## config.mk

```make
export PLATFORM = sky130hd
export DESIGN_NAME = phone_syllable_boundary_rules_flat
export DESIGN_NICKNAME = d
export VERILOG_FILES = /design/src/design/psb_pkg.sv /design/src/design/psb_if.sv /design/src/design/psb_front.sv /design/src/design/psb_fifo.sv /design/src/design/psb_back.sv /design/src/design/phone_syllable_boundary_rules.sv /design/src/flat_wrapper.sv
export SDC_FILE = /design/constraint.sdc
export NUM_CORES = 1
export LEC_CHECK = 0
export BUFFER_PORTS_ARGS = -buffer_cell sky130_fd_sc_hd__buf_2
export CAP_MARGIN = 10
export CORE_MARGIN = 2
export CORE_UTILIZATION = 55
export DETAILED_ROUTE_END_ITERATION = 12
export HOLD_SLACK_MARGIN = 0.08
export PLACE_DENSITY = 0.83
export RECOVER_POWER = 100
export SETUP_SLACK_MARGIN = 0.4
export SYNTH_ARGS = -nofsm -noshare
export SYNTH_HDL_FRONTEND = slang
export SYNTH_SLANG_ARGS = --single-unit
```

## constraint.sdc

```tcl
create_clock -name i_clk -period 3.6 [get_ports i_clk]
set_clock_uncertainty 0.2 [all_clocks]
set_input_delay 0.54 -clock i_clk [delete_from_list [all_inputs] [get_ports i_clk]]
set_output_delay 0.54 -clock i_clk [all_outputs]
set_load 0.01 [all_outputs]
```

## src/design/psb_pkg.sv

```systemverilog
// Package for the phone syllable boundary block.
// Holds the phone categories, rule codes, queue entry and handshake structs.
// No dependencies; psb_front, psb_fifo, psb_back and the top level import it.
package psb_pkg;

    typedef enum logic [2:0] {
        CAT_UNKNOWN = 3'd0,
        CAT_PAUSE   = 3'd1,
        CAT_STOP    = 3'd2,
        CAT_FRIC    = 3'd3,
        CAT_LIQUID  = 3'd4,
        CAT_GLIDE   = 3'd5,
        CAT_VOWEL   = 3'd6
    } t_cat;

    // Which of the up to three results of one queued entry is being produced.
    typedef enum logic [1:0] {
        STEP_STEADY = 2'd0,
        STEP_TAIL   = 2'd1,
        STEP_FINAL  = 2'd2
    } t_step;

    localparam int RULE_W = 6;
    typedef logic [RULE_W-1:0] t_rule;

    localparam t_rule RULE_NONE = 6'd0;
    localparam t_rule RULE_6A   = 6'd1;
    localparam t_rule RULE_5A   = 6'd2;
    localparam t_rule RULE_5B   = 6'd3;
    localparam t_rule RULE_5C   = 6'd4;
    localparam t_rule RULE_5D   = 6'd5;
    localparam t_rule RULE_5E   = 6'd6;
    localparam t_rule RULE_5F   = 6'd7;
    localparam t_rule RULE_5G   = 6'd8;
    localparam t_rule RULE_4A   = 6'd9;
    localparam t_rule RULE_4B   = 6'd10;
    localparam t_rule RULE_4C   = 6'd11;
    localparam t_rule RULE_4D   = 6'd12;
    localparam t_rule RULE_4E   = 6'd13;
    localparam t_rule RULE_4F   = 6'd14;
    localparam t_rule RULE_4G   = 6'd15;
    localparam t_rule RULE_4H   = 6'd16;
    localparam t_rule RULE_4I   = 6'd17;
    localparam t_rule RULE_3A   = 6'd18;
    localparam t_rule RULE_3B   = 6'd19;
    localparam t_rule RULE_3C   = 6'd20;
    localparam t_rule RULE_3D   = 6'd21;
    localparam t_rule RULE_3E   = 6'd22;
    localparam t_rule RULE_3F   = 6'd23;
    localparam t_rule RULE_3G   = 6'd24;
    localparam t_rule RULE_3H   = 6'd25;
    localparam t_rule RULE_3I   = 6'd26;
    localparam t_rule RULE_3J   = 6'd27;
    localparam t_rule RULE_3K   = 6'd28;
    localparam t_rule RULE_2A   = 6'd29;
    localparam t_rule RULE_2B   = 6'd30;
    localparam t_rule RULE_2C   = 6'd31;
    localparam t_rule RULE_2D   = 6'd32;
    localparam t_rule RULE_2E   = 6'd33;
    localparam t_rule RULE_2F   = 6'd34;
    localparam t_rule RULE_2G   = 6'd35;
    localparam t_rule RULE_2H   = 6'd36;
    localparam t_rule RULE_2I   = 6'd37;
    localparam t_rule RULE_2J   = 6'd38;
    localparam t_rule RULE_2K   = 6'd39;
    localparam t_rule RULE_2L   = 6'd40;
    localparam t_rule RULE_2M   = 6'd41;
    localparam t_rule RULE_2N   = 6'd42;

    // One queued phone: window as it stood before the phone, the phone itself,
    // how many phones came before it (saturating) and the end-of-sequence flag.
    typedef struct packed {
        t_cat       w0;
        t_cat       w1;
        t_cat       w2;
        t_cat       w3;
        t_cat       cat;
        logic [1:0] seen;
        logic       last;
    } t_task;

    typedef struct packed {
        logic  valid;
        t_task item;
    } t_push;

    typedef struct packed {
        logic  valid;
        t_task item;
    } t_head;

endpackage

```

## src/design/psb_if.sv

```systemverilog
// Handshake interfaces for the phone and result channels.
// Depends on nothing; used by psb_front, psb_back and the top level.
interface psb_in_if;
    logic       valid;
    logic       ready;
    logic [7:0] first_char;
    logic       is_pause;
    logic       is_double_j;
    logic       last_phone;

    modport source (output valid, first_char, is_pause, is_double_j, last_phone,
                    input ready);
    modport sink   (input valid, first_char, is_pause, is_double_j, last_phone,
                    output ready);
endinterface

interface psb_out_if;
    logic       valid;
    logic       ready;
    logic [2:0] phone_category;
    logic       merge_with_previous;
    logic [5:0] rule_fired;
    logic       last_result;

    modport source (output valid, phone_category, merge_with_previous, rule_fired,
                    last_result, input ready);
    modport sink   (input valid, phone_category, merge_with_previous, rule_fired,
                    last_result, output ready);
endinterface

```

## src/design/psb_front.sv

```systemverilog
// Front end: accept phones, classify them and keep the category window.
// Depends on psb_pkg and psb_in_if; pushes entries into psb_fifo.
module psb_front (
    input  logic           i_clk,
    input  logic           i_rst_n,
    psb_in_if.sink         i_phone,
    input  logic           i_full,
    output psb_pkg::t_push o_push
);
    import psb_pkg::*;

    function automatic t_cat categorize(input logic [7:0] ch, input logic pause,
                                        input logic dj);
        t_cat res;
        res = CAT_UNKNOWN;
        if (pause) begin
            res = CAT_PAUSE;
        end else if (ch inside {"a", "A", "e", "E", "o", "O", "i", "u", "y", "@",
                                "2", "6", "9"}) begin
            res = CAT_VOWEL;
        end else if (ch inside {"B", "G", "p", "t", "k", "b", "d", "g", "f", "v",
                                "c"}) begin
            res = CAT_STOP;
        end else if (ch inside {"T", "D", "s", "S", "z", "Z", "m", "n", "N",
                                "J"}) begin
            res = CAT_FRIC;
        end else if (dj) begin
            res = CAT_FRIC;
        end else if (ch inside {"l", "L", "r", "R", "X", "x", "h", "4"}) begin
            res = CAT_LIQUID;
        end else if (ch inside {"j", "w", "H"}) begin
            res = CAT_GLIDE;
        end
        return res;
    endfunction

    t_cat       r_win [4];
    logic [1:0] r_seen;
    t_cat       cat;
    logic       accept;

    assign i_phone.ready = !i_full;
    assign accept        = i_phone.valid && !i_full;
    assign cat           = categorize(i_phone.first_char, i_phone.is_pause,
                                      i_phone.is_double_j);

    // Queue only phones that release results: steady stream or a flush.
    always_comb begin
        o_push.valid     = accept && (r_seen[1] || i_phone.last_phone);
        o_push.item.w0   = r_win[0];
        o_push.item.w1   = r_win[1];
        o_push.item.w2   = r_win[2];
        o_push.item.w3   = r_win[3];
        o_push.item.cat  = cat;
        o_push.item.seen = r_seen;
        o_push.item.last = i_phone.last_phone;
    end

    always_ff @(posedge i_clk) begin
        if (!i_rst_n) begin
            r_win[0] <= CAT_UNKNOWN;
            r_win[1] <= CAT_UNKNOWN;
            r_win[2] <= CAT_UNKNOWN;
            r_win[3] <= CAT_UNKNOWN;
            r_seen   <= 2'd0;
        end else if (accept) begin
            if (i_phone.last_phone) begin
                // end of sequence: start the next one from an empty window
                r_win[0] <= CAT_UNKNOWN;
                r_win[1] <= CAT_UNKNOWN;
                r_win[2] <= CAT_UNKNOWN;
                r_win[3] <= CAT_UNKNOWN;
                r_seen   <= 2'd0;
            end else begin
                r_win[0] <= r_win[1];
                r_win[1] <= r_win[2];
                r_win[2] <= r_win[3];
                r_win[3] <= cat;
                if (r_seen != 2'd3) begin
                    r_seen <= r_seen + 2'd1;
                end
            end
        end
    end

endmodule

```

## src/design/psb_fifo.sv

```systemverilog
// Short queue of classified phones between the front and back ends.
// Depends on psb_pkg.
module psb_fifo #(
    parameter int DEPTH = 4
) (
    input  logic           i_clk,
    input  logic           i_rst_n,
    input  psb_pkg::t_push i_push,
    input  logic           i_pop,
    output logic           o_full,
    output psb_pkg::t_head o_head
);
    import psb_pkg::*;

    localparam int PTR_W = (DEPTH > 1) ? $clog2(DEPTH) : 1;
    localparam int CNT_W = $clog2(DEPTH + 1);

    t_task             r_mem [DEPTH];
    logic [PTR_W-1:0]  r_wr;
    logic [PTR_W-1:0]  r_rd;
    logic [CNT_W-1:0]  r_count;

    assign o_full      = (r_count == CNT_W'(DEPTH));
    assign o_head.valid = (r_count != '0);
    assign o_head.item  = r_mem[r_rd];

    always_ff @(posedge i_clk) begin
        if (i_push.valid) begin
            r_mem[r_wr] <= i_push.item;
        end
    end

    always_ff @(posedge i_clk) begin
        if (!i_rst_n) begin
            r_wr    <= '0;
            r_rd    <= '0;
            r_count <= '0;
        end else begin
            if (i_push.valid) begin
                r_wr <= (r_wr == PTR_W'(DEPTH - 1)) ? '0 : r_wr + 1'b1;
            end
            if (i_pop) begin
                r_rd <= (r_rd == PTR_W'(DEPTH - 1)) ? '0 : r_rd + 1'b1;
            end
            r_count <= r_count + CNT_W'(i_push.valid) - CNT_W'(i_pop);
        end
    end

    a_no_overflow: assert property (@(posedge i_clk) disable iff (!i_rst_n)
        i_push.valid |-> !o_full)
        else $error("push into a full queue");

    a_no_underflow: assert property (@(posedge i_clk) disable iff (!i_rst_n)
        i_pop |-> o_head.valid)
        else $error("pop from an empty queue");

    a_count_track: assert property (@(posedge i_clk) disable iff (!i_rst_n)
        $past(i_rst_n) |-> r_count == CNT_W'($past(r_count)
            + CNT_W'($past(i_push.valid)) - CNT_W'($past(i_pop))))
        else $error("queue fill count out of step");

endmodule

```

## src/design/psb_back.sv

```systemverilog
// Back end: expand each queued phone into its results, decode the rules
// and hold the result in an output register. Depends on psb_pkg, psb_out_if.
module psb_back (
    input  logic           i_clk,
    input  logic           i_rst_n,
    input  psb_pkg::t_head i_head,
    output logic           o_pop,
    psb_out_if.source      o_result
);
    import psb_pkg::*;

    function automatic t_rule decide(input t_cat pp, input t_cat p, input t_cat c,
                                     input t_cat n, input t_cat nn);
        case (c)
            CAT_VOWEL: begin
                if (p inside {[CAT_STOP:CAT_GLIDE]}) return RULE_6A;
            end
            CAT_GLIDE: begin
                if (p == CAT_STOP) begin
                    if (n == CAT_VOWEL) return RULE_5A;
                end else if (p == CAT_FRIC) begin
                    if (n == CAT_FRIC) return RULE_5B;
                    if (n == CAT_VOWEL) return RULE_5C;
                    if (n == CAT_LIQUID) return RULE_5D;
                    if (n == CAT_PAUSE) return RULE_5E;
                end else if (p == CAT_LIQUID) begin
                    if (n == CAT_VOWEL) return RULE_5F;
                end else if (p == CAT_VOWEL) begin
                    if (n inside {[CAT_PAUSE:CAT_GLIDE]}) return RULE_5G;
                end
            end
            CAT_LIQUID: begin
                if (p == CAT_STOP) begin
                    if (n inside {CAT_PAUSE, CAT_GLIDE, CAT_VOWEL}) return RULE_4A;
                    if (n == CAT_STOP && nn == CAT_VOWEL && pp == CAT_VOWEL)
                        return RULE_4B;
                    if (n == CAT_STOP && nn == CAT_VOWEL && pp == CAT_FRIC)
                        return RULE_4C;
                    if (n == CAT_STOP && nn == CAT_LIQUID && pp == CAT_VOWEL)
                        return RULE_4D;
                    if (n == CAT_FRIC && pp == CAT_VOWEL) return RULE_4E;
                    if (n == CAT_FRIC && pp == CAT_FRIC) return RULE_4F;
                    if (n == CAT_LIQUID) return RULE_4G;
                end else if (p inside {CAT_LIQUID, CAT_GLIDE}) begin
                    if (n inside {CAT_STOP, CAT_PAUSE}) return RULE_4H;
                end else if (p == CAT_VOWEL) begin
                    if (n inside {[CAT_PAUSE:CAT_LIQUID]}) return RULE_4I;
                end
            end
            CAT_FRIC: begin
                if (p == CAT_VOWEL) begin
                    if (n inside {[CAT_PAUSE:CAT_LIQUID]}) return RULE_3A;
                    if (n == CAT_GLIDE && nn inside {CAT_FRIC, CAT_LIQUID, CAT_PAUSE})
                        return RULE_3B;
                end else if (p == CAT_LIQUID) begin
                    if (n inside {[CAT_PAUSE:CAT_FRIC]}) return RULE_3C;
                    if (n == CAT_VOWEL && pp == CAT_PAUSE) return RULE_3D;
                end else if (p == CAT_FRIC) begin
                    if (n inside {CAT_PAUSE, CAT_STOP}) return RULE_3E;
                    if (pp == CAT_PAUSE) return RULE_3F;
                end else if (p == CAT_STOP) begin
                    if (pp == CAT_PAUSE) return RULE_3G;
                    if (pp == CAT_LIQUID) return RULE_3H;
                    if (pp == CAT_VOWEL && n == CAT_FRIC) return RULE_3I;
                    if (pp == CAT_VOWEL && n == CAT_PAUSE) return RULE_3J;
                    if (pp == CAT_GLIDE) return RULE_3K;
                end
            end
            CAT_STOP: begin
                if (p == CAT_VOWEL) begin
                    if (n inside {CAT_PAUSE, CAT_STOP}) return RULE_2A;
                    if (n == CAT_FRIC) begin
                        if (nn inside {CAT_STOP, CAT_VOWEL, CAT_GLIDE, CAT_FRIC})
                            return RULE_2B;
                        if (nn == CAT_PAUSE) return RULE_2C;
                    end else if (n == CAT_LIQUID) begin
                        if (nn inside {[CAT_PAUSE:CAT_LIQUID]}) return RULE_2D;
                    end
                end else if (p == CAT_FRIC) begin
                    if (n inside {CAT_STOP, CAT_PAUSE}) return RULE_2E;
                    if (n == CAT_LIQUID && nn == CAT_PAUSE) return RULE_2F;
                    if (n == CAT_LIQUID && nn inside {CAT_FRIC, CAT_STOP, CAT_LIQUID})
                        return RULE_2G;
                    if (n == CAT_VOWEL && pp == CAT_FRIC) return RULE_2H;
                    if (pp inside {CAT_STOP, CAT_PAUSE}) return RULE_2I;
                end else if (p == CAT_LIQUID) begin
                    if (n == CAT_STOP) return RULE_2J;
                    if (n == CAT_PAUSE) return RULE_2K;
                    if (n == CAT_LIQUID && nn == CAT_PAUSE) return RULE_2L;
                    if (pp == CAT_PAUSE) return RULE_2M;
                end else if (p == CAT_STOP) begin
                    if (pp == CAT_PAUSE) return RULE_2N;
                end
            end
            default: begin
            end
        endcase
        return RULE_NONE;
    endfunction

    t_step      r_step;
    t_step      n_step;
    t_step      cur;
    logic [2:0] has_step;
    logic       done;
    logic       load;
    logic       fire;
    t_cat       op_pp, op_p, op_c, op_n, op_nn;
    logic       op_first;
    t_rule      rule;

    logic       r_valid;
    t_cat       r_cat;
    logic       r_merge;
    t_rule      r_rule;
    logic       r_last;

    // steady result needs two phones before; tail needs one and a flush; final needs a flush
    assign has_step[0] = i_head.item.seen[1];
    assign has_step[1] = i_head.item.last && (i_head.item.seen != 2'd0);
    assign has_step[2] = i_head.item.last;

    assign load = !r_valid || o_result.ready;
    assign fire = i_head.valid && load;

    always_comb begin
        if (r_step == STEP_STEADY && has_step[0]) begin
            cur = STEP_STEADY;
        end else if (r_step != STEP_FINAL && has_step[1]) begin
            cur = STEP_TAIL;
        end else begin
            cur = STEP_FINAL;
        end
        done  = (cur == STEP_FINAL) || (cur == STEP_STEADY && !i_head.item.last);
        o_pop = fire && done;

        n_step = r_step;
        if (fire) begin
            case (cur)
                STEP_STEADY: n_step = done ? STEP_STEADY : STEP_TAIL;
                STEP_TAIL:   n_step = STEP_FINAL;
                default:     n_step = STEP_STEADY;
            endcase
        end

        case (cur)
            STEP_STEADY: begin
                op_pp    = i_head.item.w0;
                op_p     = i_head.item.w1;
                op_c     = i_head.item.w2;
                op_n     = i_head.item.w3;
                op_nn    = i_head.item.cat;
                op_first = (i_head.item.seen == 2'd2);
            end
            STEP_TAIL: begin
                op_pp    = i_head.item.w1;
                op_p     = i_head.item.w2;
                op_c     = i_head.item.w3;
                op_n     = i_head.item.cat;
                op_nn    = CAT_UNKNOWN;
                op_first = (i_head.item.seen == 2'd1);
            end
            default: begin
                op_pp    = i_head.item.w2;
                op_p     = i_head.item.w3;
                op_c     = i_head.item.cat;
                op_n     = CAT_UNKNOWN;
                op_nn    = CAT_UNKNOWN;
                op_first = (i_head.item.seen == 2'd0);
            end
        endcase

        rule = op_first ? RULE_NONE : decide(op_pp, op_p, op_c, op_n, op_nn);
    end

    always_ff @(posedge i_clk) begin
        if (!i_rst_n) begin
            r_step  <= STEP_STEADY;
            r_valid <= 1'b0;
        end else begin
            r_step <= n_step;
            if (fire) begin
                r_valid <= 1'b1;
            end else if (o_result.ready) begin
                r_valid <= 1'b0;
            end
        end
    end

    always_ff @(posedge i_clk) begin
        if (fire) begin
            r_cat   <= op_c;
            r_merge <= (rule != RULE_NONE);
            r_rule  <= rule;
            r_last  <= (cur == STEP_FINAL);
        end
    end

    assign o_result.valid               = r_valid;
    assign o_result.phone_category      = r_cat;
    assign o_result.merge_with_previous = r_merge;
    assign o_result.rule_fired          = r_rule;
    assign o_result.last_result         = r_last;

    a_entry_has_result: assert property (@(posedge i_clk) disable iff (!i_rst_n)
        i_head.valid |-> has_step != 3'b000)
        else $error("queued entry yields no result");

    a_step_idle_on_pop: assert property (@(posedge i_clk) disable iff (!i_rst_n)
        o_pop |=> r_step == STEP_STEADY)
        else $error("step counter not rewound after pop");

    a_final_is_last: assert property (@(posedge i_clk) disable iff (!i_rst_n)
        (fire && cur == STEP_FINAL) |-> i_head.item.last && o_pop)
        else $error("final result outside a flush");

endmodule

```

## src/design/phone_syllable_boundary_rules.sv

```systemverilog
// Top level of the phone syllable boundary block.
// Depends on psb_pkg, psb_if, psb_front, psb_fifo and psb_back.
//
// Use:
//   i_phone carries one phone label per transaction: its first character and
//   the pause, jj and end-of-sequence flags. o_result carries one decision per
//   phone, in phone order: category, merge flag, rule number, last flag.
//   Results trail the input by two phones. A phone flagged last releases every
//   result still pending (up to three) and clears the window for the next
//   sequence.
// Result path and throughput:
//   A releasing phone is written into the queue; the back end decodes the queue
//   head into the output register, from which the receiver takes the result. In
//   a steady stream one phone is taken every cycle while the queue is not full.
//   A flush occupies the back end for each released result in turn (up to
//   three), set by the single rule decoder and output register; the queue of
//   QUEUE_DEPTH entries keeps taking phones meanwhile.
// Reset:
//   Synchronous, active low. Clears the window, phone count, queue and output
//   valid; the block takes phones as soon as reset is released.
// Stall:
//   When the receiver holds ready low the output register holds its result,
//   the queue fills and i_phone.ready falls once QUEUE_DEPTH entries wait.
module phone_syllable_boundary_rules #(
    parameter int QUEUE_DEPTH = 4
) (
    input  logic      i_clk,
    input  logic      i_rst_n,
    psb_in_if.sink    i_phone,
    psb_out_if.source o_result
);
    import psb_pkg::*;

    t_push push;
    t_head head;
    logic  full;
    logic  pop;

    // classify, slide the window, queue phones that release results
    psb_front u_front (
        .i_clk   (i_clk),
        .i_rst_n (i_rst_n),
        .i_phone (i_phone),
        .i_full  (full),
        .o_push  (push)
    );

    // decouple intake from result delivery
    psb_fifo #(
        .DEPTH (QUEUE_DEPTH)
    ) u_fifo (
        .i_clk   (i_clk),
        .i_rst_n (i_rst_n),
        .i_push  (push),
        .i_pop   (pop),
        .o_full  (full),
        .o_head  (head)
    );

    // expand each entry, decode rules, drive the output register
    psb_back u_back (
        .i_clk    (i_clk),
        .i_rst_n  (i_rst_n),
        .i_head   (head),
        .o_pop    (pop),
        .o_result (o_result)
    );

endmodule
```

## src/flat_wrapper.sv

```systemverilog
// flat-port wrapper written by rule: the top's interface ports become plain ports
module phone_syllable_boundary_rules_flat import psb_pkg::*;
#(
    parameter int QUEUE_DEPTH = 4
)
  (i_clk, i_rst_n, i_phone_valid, i_phone_first_char, i_phone_is_pause, i_phone_is_double_j, i_phone_last_phone, i_phone_ready, o_result_valid, o_result_phone_category, o_result_merge_with_previous, o_result_rule_fired, o_result_last_result, o_result_ready);
  psb_in_if i_phone_i ();
  psb_out_if o_result_i ();
  input  logic i_clk;
  input  logic i_rst_n;
  input wire logic [$bits(i_phone_i.valid)-1:0] i_phone_valid;
  input wire logic [$bits(i_phone_i.first_char)-1:0] i_phone_first_char;
  input wire logic [$bits(i_phone_i.is_pause)-1:0] i_phone_is_pause;
  input wire logic [$bits(i_phone_i.is_double_j)-1:0] i_phone_is_double_j;
  input wire logic [$bits(i_phone_i.last_phone)-1:0] i_phone_last_phone;
  output wire logic [$bits(i_phone_i.ready)-1:0] i_phone_ready;
  output wire logic [$bits(o_result_i.valid)-1:0] o_result_valid;
  output wire logic [$bits(o_result_i.phone_category)-1:0] o_result_phone_category;
  output wire logic [$bits(o_result_i.merge_with_previous)-1:0] o_result_merge_with_previous;
  output wire logic [$bits(o_result_i.rule_fired)-1:0] o_result_rule_fired;
  output wire logic [$bits(o_result_i.last_result)-1:0] o_result_last_result;
  input wire logic [$bits(o_result_i.ready)-1:0] o_result_ready;
  assign i_phone_i.valid = i_phone_valid;
  assign i_phone_i.first_char = i_phone_first_char;
  assign i_phone_i.is_pause = i_phone_is_pause;
  assign i_phone_i.is_double_j = i_phone_is_double_j;
  assign i_phone_i.last_phone = i_phone_last_phone;
  assign i_phone_ready = i_phone_i.ready;
  assign o_result_valid = o_result_i.valid;
  assign o_result_phone_category = o_result_i.phone_category;
  assign o_result_merge_with_previous = o_result_i.merge_with_previous;
  assign o_result_rule_fired = o_result_i.rule_fired;
  assign o_result_last_result = o_result_i.last_result;
  assign o_result_i.ready = o_result_ready;
  phone_syllable_boundary_rules #(.QUEUE_DEPTH(QUEUE_DEPTH)) u_core (.i_clk(i_clk), .i_rst_n(i_rst_n), .i_phone(i_phone_i), .o_result(o_result_i));
endmodule
```

# Word level (Yosys, flattened, before mapping)
# Memories as Yosys holds them, arrays and structs flattened. A register that Yosys moved wholly into a read port is not among the register bits.
# Index checks and enable logic that the tools add are counted.
[totals]
wordCells = 498
register_bits = 23
mem_count = 2
out_inout_bits = 13
in_bits = 15
ram_bits = 84
[classes]
addsub = 5
mux = 330
n_eq_ne = 82
reduce_logical = 53
magnitude_cmp = 8
bitwise_logic = 8
[memory_table]
columns = ["name", "depth", "width", "rd", "rd_clocked_by_memory_dff", "wr", "line", "text"]
rows = [
  ["u_core.u_fifo.r_mem", 4, 18, 1, 1, 1, "psb_fifo.sv:18", "t_task r_mem [DEPTH];"],
  ["u_core.u_front.r_win", 4, 3, 4, 0, 4, "psb_front.sv:37", "t_cat r_win [4];"],
]
[ops]
columns = ["cell", "count"]
rows = [
  ["2-to-1 mux 6 bit", 101],
  ["equality test 8 x 7 -> 1 bit (second input constant)", 41],
  ["2-to-1 mux 1 bit", 197],
  ["equality test 3 bit (second input constant)", 16],
  ["2-to-1 mux 3 bit", 16],
  ["equality test 8 x 6 -> 1 bit (second input constant)", 4],
  ["equality test 3 x 2 -> 1 bit (second input constant)", 10],
  ["case mux 6 bit (5 select lines)", 1],
  ["logical AND 1 bit", 26],
  ["case mux 3 bit (2 select lines)", 4],
  ["2-to-1 mux 2 bit", 8],
  ["nonzero test 3 bit", 5],
  ["nonzero test 13 bit", 1],
  ["<= comparator 3 bit (second input constant)", 4],
  ["nonzero test 2 bit", 6],
  ["nonzero test 11 bit", 1],
  ["nonzero test 10 bit", 1],
  ["equality test 3 x 1 -> 1 bit (second input constant)", 3],
  ["equality test 2 bit (second input constant)", 4],
  ["bitwise OR 1 bit", 8],
  ["nonzero test 8 bit", 1],
  ["adder 2 x 1 -> 2 bit (second input constant)", 3],
  ["greater-or-equal comparator 3 x 1 -> 1 bit (second input constant)", 2],
  ["logical NOT 2 bit", 3],
  ["14 further kinds", 20],
]

# Logic depth before layout (Yosys ltp)
[depth]
ltp_word = 48
depth_mapped = 15
mapped_depth_nobuf = 13

# Modules after synthesis
# A second synthesis with hierarchy kept.
[hier_totals]
cells_unflattened = 519
area_unflattened_um2 = 6170.9
[modules_own_cells]
columns = ["mod", "area_per_inst_um2", "seq_area_each_um2", "instances", "cells_each"]
rows = [
  ["psb_fifo", 3091.7, 2342.2, 1, 137],
  ["psb_back", 2035.7, 390.4, 1, 265],
  ["psb_front", 1043.5, 370.4, 1, 117],
]

# Worst setup path after synthesis
# OpenSTA, ideal clock, no wires.
[synth_path]
path_kind = "register to register"
start = "register (tool-made name)"
end = "register u_core.u_back.r_rule[2] (netlist: u_core.u_back.o_result.rule_fired[2]), data pin"
setup_time_ps = 268
synth_period_minus_slack_ps = 3293
required_ps = 3132
path_stages_with_launch = 13
path_slack_ps = 307
arrival_ps = 2826
path_buffers = 3
cell_sequence = "dfxtp_1 -> buf_6 -> buf_12 -> buf_8 -> mux4_2 -> a211o_1 -> o311a_1 -> o21a_2 -> o22ai_2 -> o211ai_1 -> a221o_1 -> a21oi_4 -> a22oi_2"
[synth_rtl]
columns = ["element", "line", "text"]
rows = [
  ["end signal: assignment", "psb_back.sv:194", "r_rule <= rule;"],
  ["end: declaration", "psb_back.sv:115", "t_rule r_rule;"],
]

==> results.py <==
metrics = {
    "setup_path": {
        "cp.required_ps": 3510,
        "r2r_end": "u_core.u_back.o_result.rule_fired[2]$_DFFE_PP_",
        "start_kind": "register",
        "path_class": "reg2reg",
        "crit_path_end_kind": "register",
        "crit_fanout": 6,
        "r2r_cells": 13,
        "worstPathArrival_ps": 3550,
        "ff2ff_setup_slack_ps": -40,
        "crit_path_end": "u_core.u_back.o_result.rule_fired[2]$_DFFE_PP_",
    },
    "synthesis": {
        "netlist_area_um2": 6370,
        "yosysSeqAreaShare": 0.487,
        "synth_nets": 571,
        "yosysWarnings": 0,
        "syn_area_per_cell_um2": 11.7,
        "ys_seq_elements": 109,
        "synth_edf_count": 92,
        "synth-main-ff-cell": "edfxtp_1",
        "yosys.area.top_type_share": 0.434,
        "yosys.area.top_type": "edfxtp_1",
        "synthArstFlopShare": 0,
        "netlist_instances": 545,
        "yosysUniqueCellTypes": 101,
        "synthTopCellsByArea": "edfxtp_1 43%, mux4_2 6.0%, dfxtp_1 5.3%",
    },
    "place": {
        "dp_hpwl_um": 11900,
        "placed_cells": 744,
        "place.gp.congestion": 0.974,
        "numPortBuffers": 27,
        "placed_area_um2": 7000,
    },
    "floorplanning": {
        "die_width_um": 112,
        "die_h_um": 112,
        "start_util": 0.560,
        "rows": 39,
        "dieArea_um2": 12500,
        "io-pin-count": 28,
        "coreArea_um2": 11400,
    },
    "sta": {
        "holdWs_ps": 333,
        "period_share": 1.01,
        "rsz0062_at_grt": "yes",
        "setup_viol_count_final": 4,
        "tightest_slew_ps": 923,
        "setup_ws_ps": -39.4,
        "hold_viol_final": 0,
        "period_needed_ps": 3640,
        "slew_headroom": 0.384,
        "fmax_mhz": 275,
        "slew_viol_final": 0,
    },
    "grt": {
        "grt_max_degree": 20,
        "grt_antenna_before_repair": 0,
        "grt_pass1_wl_um": 29900,
        "track_usage": 0.314,
        "overflow": 0,
        "grt_pass1_vias": 5489,
    },
    "outcome": {
        "status": "complete, but fails checks",
        "violations": "setup timing",
    },
    "detailed_routing": {
        "via_count": 5807,
        "ant_nets": 0,
        "drc": 0,
        "finalWirelength_um": 21100,
        "wl_per_cell_um": 25.6,
        "first_pass_iters": 7,
        "drt_iter0_markers": 813,
        "vias_per_cell": 7.06,
    },
    "final_layout": {
        "nets": 700,
        "drive_gt1_frac": 0.377,
        "diodes": 0,
        "syn2layout_area_growth_pct": 30.2,
        "finalInstanceArea_um2": 8290,
        "final_cells": 822,
    },
    "clock_tree": {
        "clock_path_buffers": 2,
        "worstSkewPairLatency_ps": 360,
        "cts_root_buf": "clkbuf_16",
        "cts.sinks": 109,
        "cts_tree": "done",
        "cts-htree-levels": 3,
        "path_clk_slew_ps": 80,
        "cts_made_buffers": 9,
    },
    "pwr": {
        "clkPwrFrac": 0.113,
        "peakVddDrop_uv": 643,
        "p_sw_frac": 0.446,
        "p_per_area_nw_per_um2": 993,
        "power_frac_seq": 0.207,
        "pwr-share-comb": 0.680,
        "total_leakage_power_nw": 2.93,
        "intPower_w": 0.00456,
        "power_switching_w": 0.00367,
    },
    "hold_path": {
        "min_path_type": "reg2reg",
    },
    "job": {
        "maxCapViolCount": 0,
    },
}
==> layer usage <==
metal | share of wire | track usage
met1 | 0.35 | 0.373
met2 | 0.49 | 0.524
met3 | 0.087 | 0.0621
met4 | 0.080 | 0.200
met5 | 0 | 0
==> registers in the layout (all words and copies together), names as in the netlist, named ones only <==
name and count:
u_core.u_back.r_step 2, u_core.u_fifo.r_rd 2, u_core.u_back.o_result.phone_category 3, u_core.u_front.r_seen 2
u_core.u_fifo.r_count 3, u_core.u_front.r_win 12, u_core.u_back.o_result.merge_with_previous 1, u_core.u_fifo.r_wr 2
u_core.u_back.o_result.valid 1, u_core.u_back.o_result.rule_fired 6, u_core.u_back.o_result.last_result 1, u_core.u_fifo.r_mem 72
==> power by group through the flow <==
stage / clock network [W] / registers (W) / logic [W]
6_report: 0.000928 / 0.00170 / 0.00560
5_1_grt: 0.000973 / 0.00171 / 0.00585
4_1_cts: 0.000927 / 0.00169 / 0.00475
3_5_place_dp: 0 / 0.00170 / 0.00388
3_3_place_gp: 0 / 0.00168 / 0.00385
2_1_floorplan: 0 / 0.00170 / 0.00262
==> cell usage in the layout, fill, tap and decap left out, types with 5 or more instances in the layout <==
cell type / instances
a211o_1: 7
a21boi_0: 5
a21oi_1: 16
a21oi_2: 6
a31oi_1: 6
and2_0: 6
and2_1: 10
buf_12: 7
buf_2: 12
buf_4: 96
buf_6: 9
clkbuf_1: 16
clkbuf_16: 9
dfxtp_1: 15
edfxtp_1: 92
ha_1: 7
inv_1: 12
mux2i_1: 5
mux4_2: 20
nand2_1: 31
nand2b_1: 6
nand3_1: 19
nand3b_1: 6
nand4_1: 7
nor2_1: 29
nor2b_1: 14
nor3_1: 13
nor3_4: 5
nor3b_1: 5
o211ai_1: 8
o21ai_0: 15
xnor2_1: 6
==> what timing repair did <==
action / 4_1_cts / 5_1_grt
buffers inserted: 37 / 19
pin swaps: 45 / 31
resized for setup: 62 / 38
gates cloned: 4 / 2
endpoints found under the setup margin: 9 / 8
hold buffers: 0 / 0
==> worst max-delay path: stages, from the launching register on <==
cell and delay, ps:
dfxtp_4 410, buf_4 130, buf_4 110, mux4_2 590, buf_4 210, a21o_1 250
o221ai_2 330, or2_1 180, nand2b_1 210, buf_4 170, nor2_1 100, o21a_1 150
a311oi_1 250, a22oi_2 90
==> stage by stage <==
step	power (W)	utilization	setup WS, ps	TNS (ps)
2_1_floorplan	0.00432	-	367	0
3_3_place_gp	0.00553	0.616	-102	-583
3_5_place_dp	0.00558	0.616	-153	-883
4_1_cts	0.00737	0.699	213	0
5_1_grt	0.00854	0.729	-94.0	-383
6_report	0.00823	0.729	-39.4	-88.1
==> kinds of logic (layout without fill, tap and decap cells) <==
logic type / after synthesis / after routing / share of synthesized area
simple gates: 194 / 195 / 0.168
compound gates: 148 / 149 / 0.190
flops: 109 / 109 / 0.487
buf+inv: 48 / 177 / 0.0413
mux: 27 / 30 / 0.0796
fa+ha+maj: 11 / 11 / 0.0228
xor+xnor: 8 / 8 / 0.0110
==> how the worst min path moves through the flow <==
stage,from,endpoint,slack (ps),cells after the start
after global placement,u_core.u_back.o_result.valid$_SDFFE_PN0P_,u_core.u_back.o_result.valid$_SDFFE_PN0P_,270,2
after CTS,o_result_ready,u_core.u_back.o_result.valid$_SDFFE_PN0P_,290,4
after floorplan,u_core.u_front.r_win[0][0]$_SDFFCE_PN0P_,u_core.u_fifo.r_mem[0][15]$_DFFE_PP_,260,0
final,u_core.u_front.r_win[3][0]$_SDFFCE_PN0P_,u_core.u_fifo.r_mem[0][6]$_DFFE_PP_,330,0
after detailed placement,u_core.u_front.r_win[0][1]$_SDFFCE_PN0P_,u_core.u_fifo.r_mem[2][16]$_DFFE_PP_,290,0
after global routing,o_result_ready,u_core.u_back.o_result.valid$_SDFFE_PN0P_,350,4
==> final cells by class <==
cell class	count	area, µm²
clock buffers	9	225
clock inverters	7	48.8
fillers	693	3080
inverters	19	81.3
multi-input cells	393	3520
flip-flops and latches	109	3110
well taps	143	179
repair buffers	142	1120
==> synthesized netlist by cell type (all sizes together) (14+ instances only) <==
cell type / number
nand3: 23
nor3: 20
a21oi: 23
edfxtp: 92
nand2: 34
o21ai: 23
mux4: 18
buf: 16
inv: 18
nor2b: 14
and2: 19
nor2: 34
dfxtp: 17
Note: power is estimated with default switching activity, not from simulation.
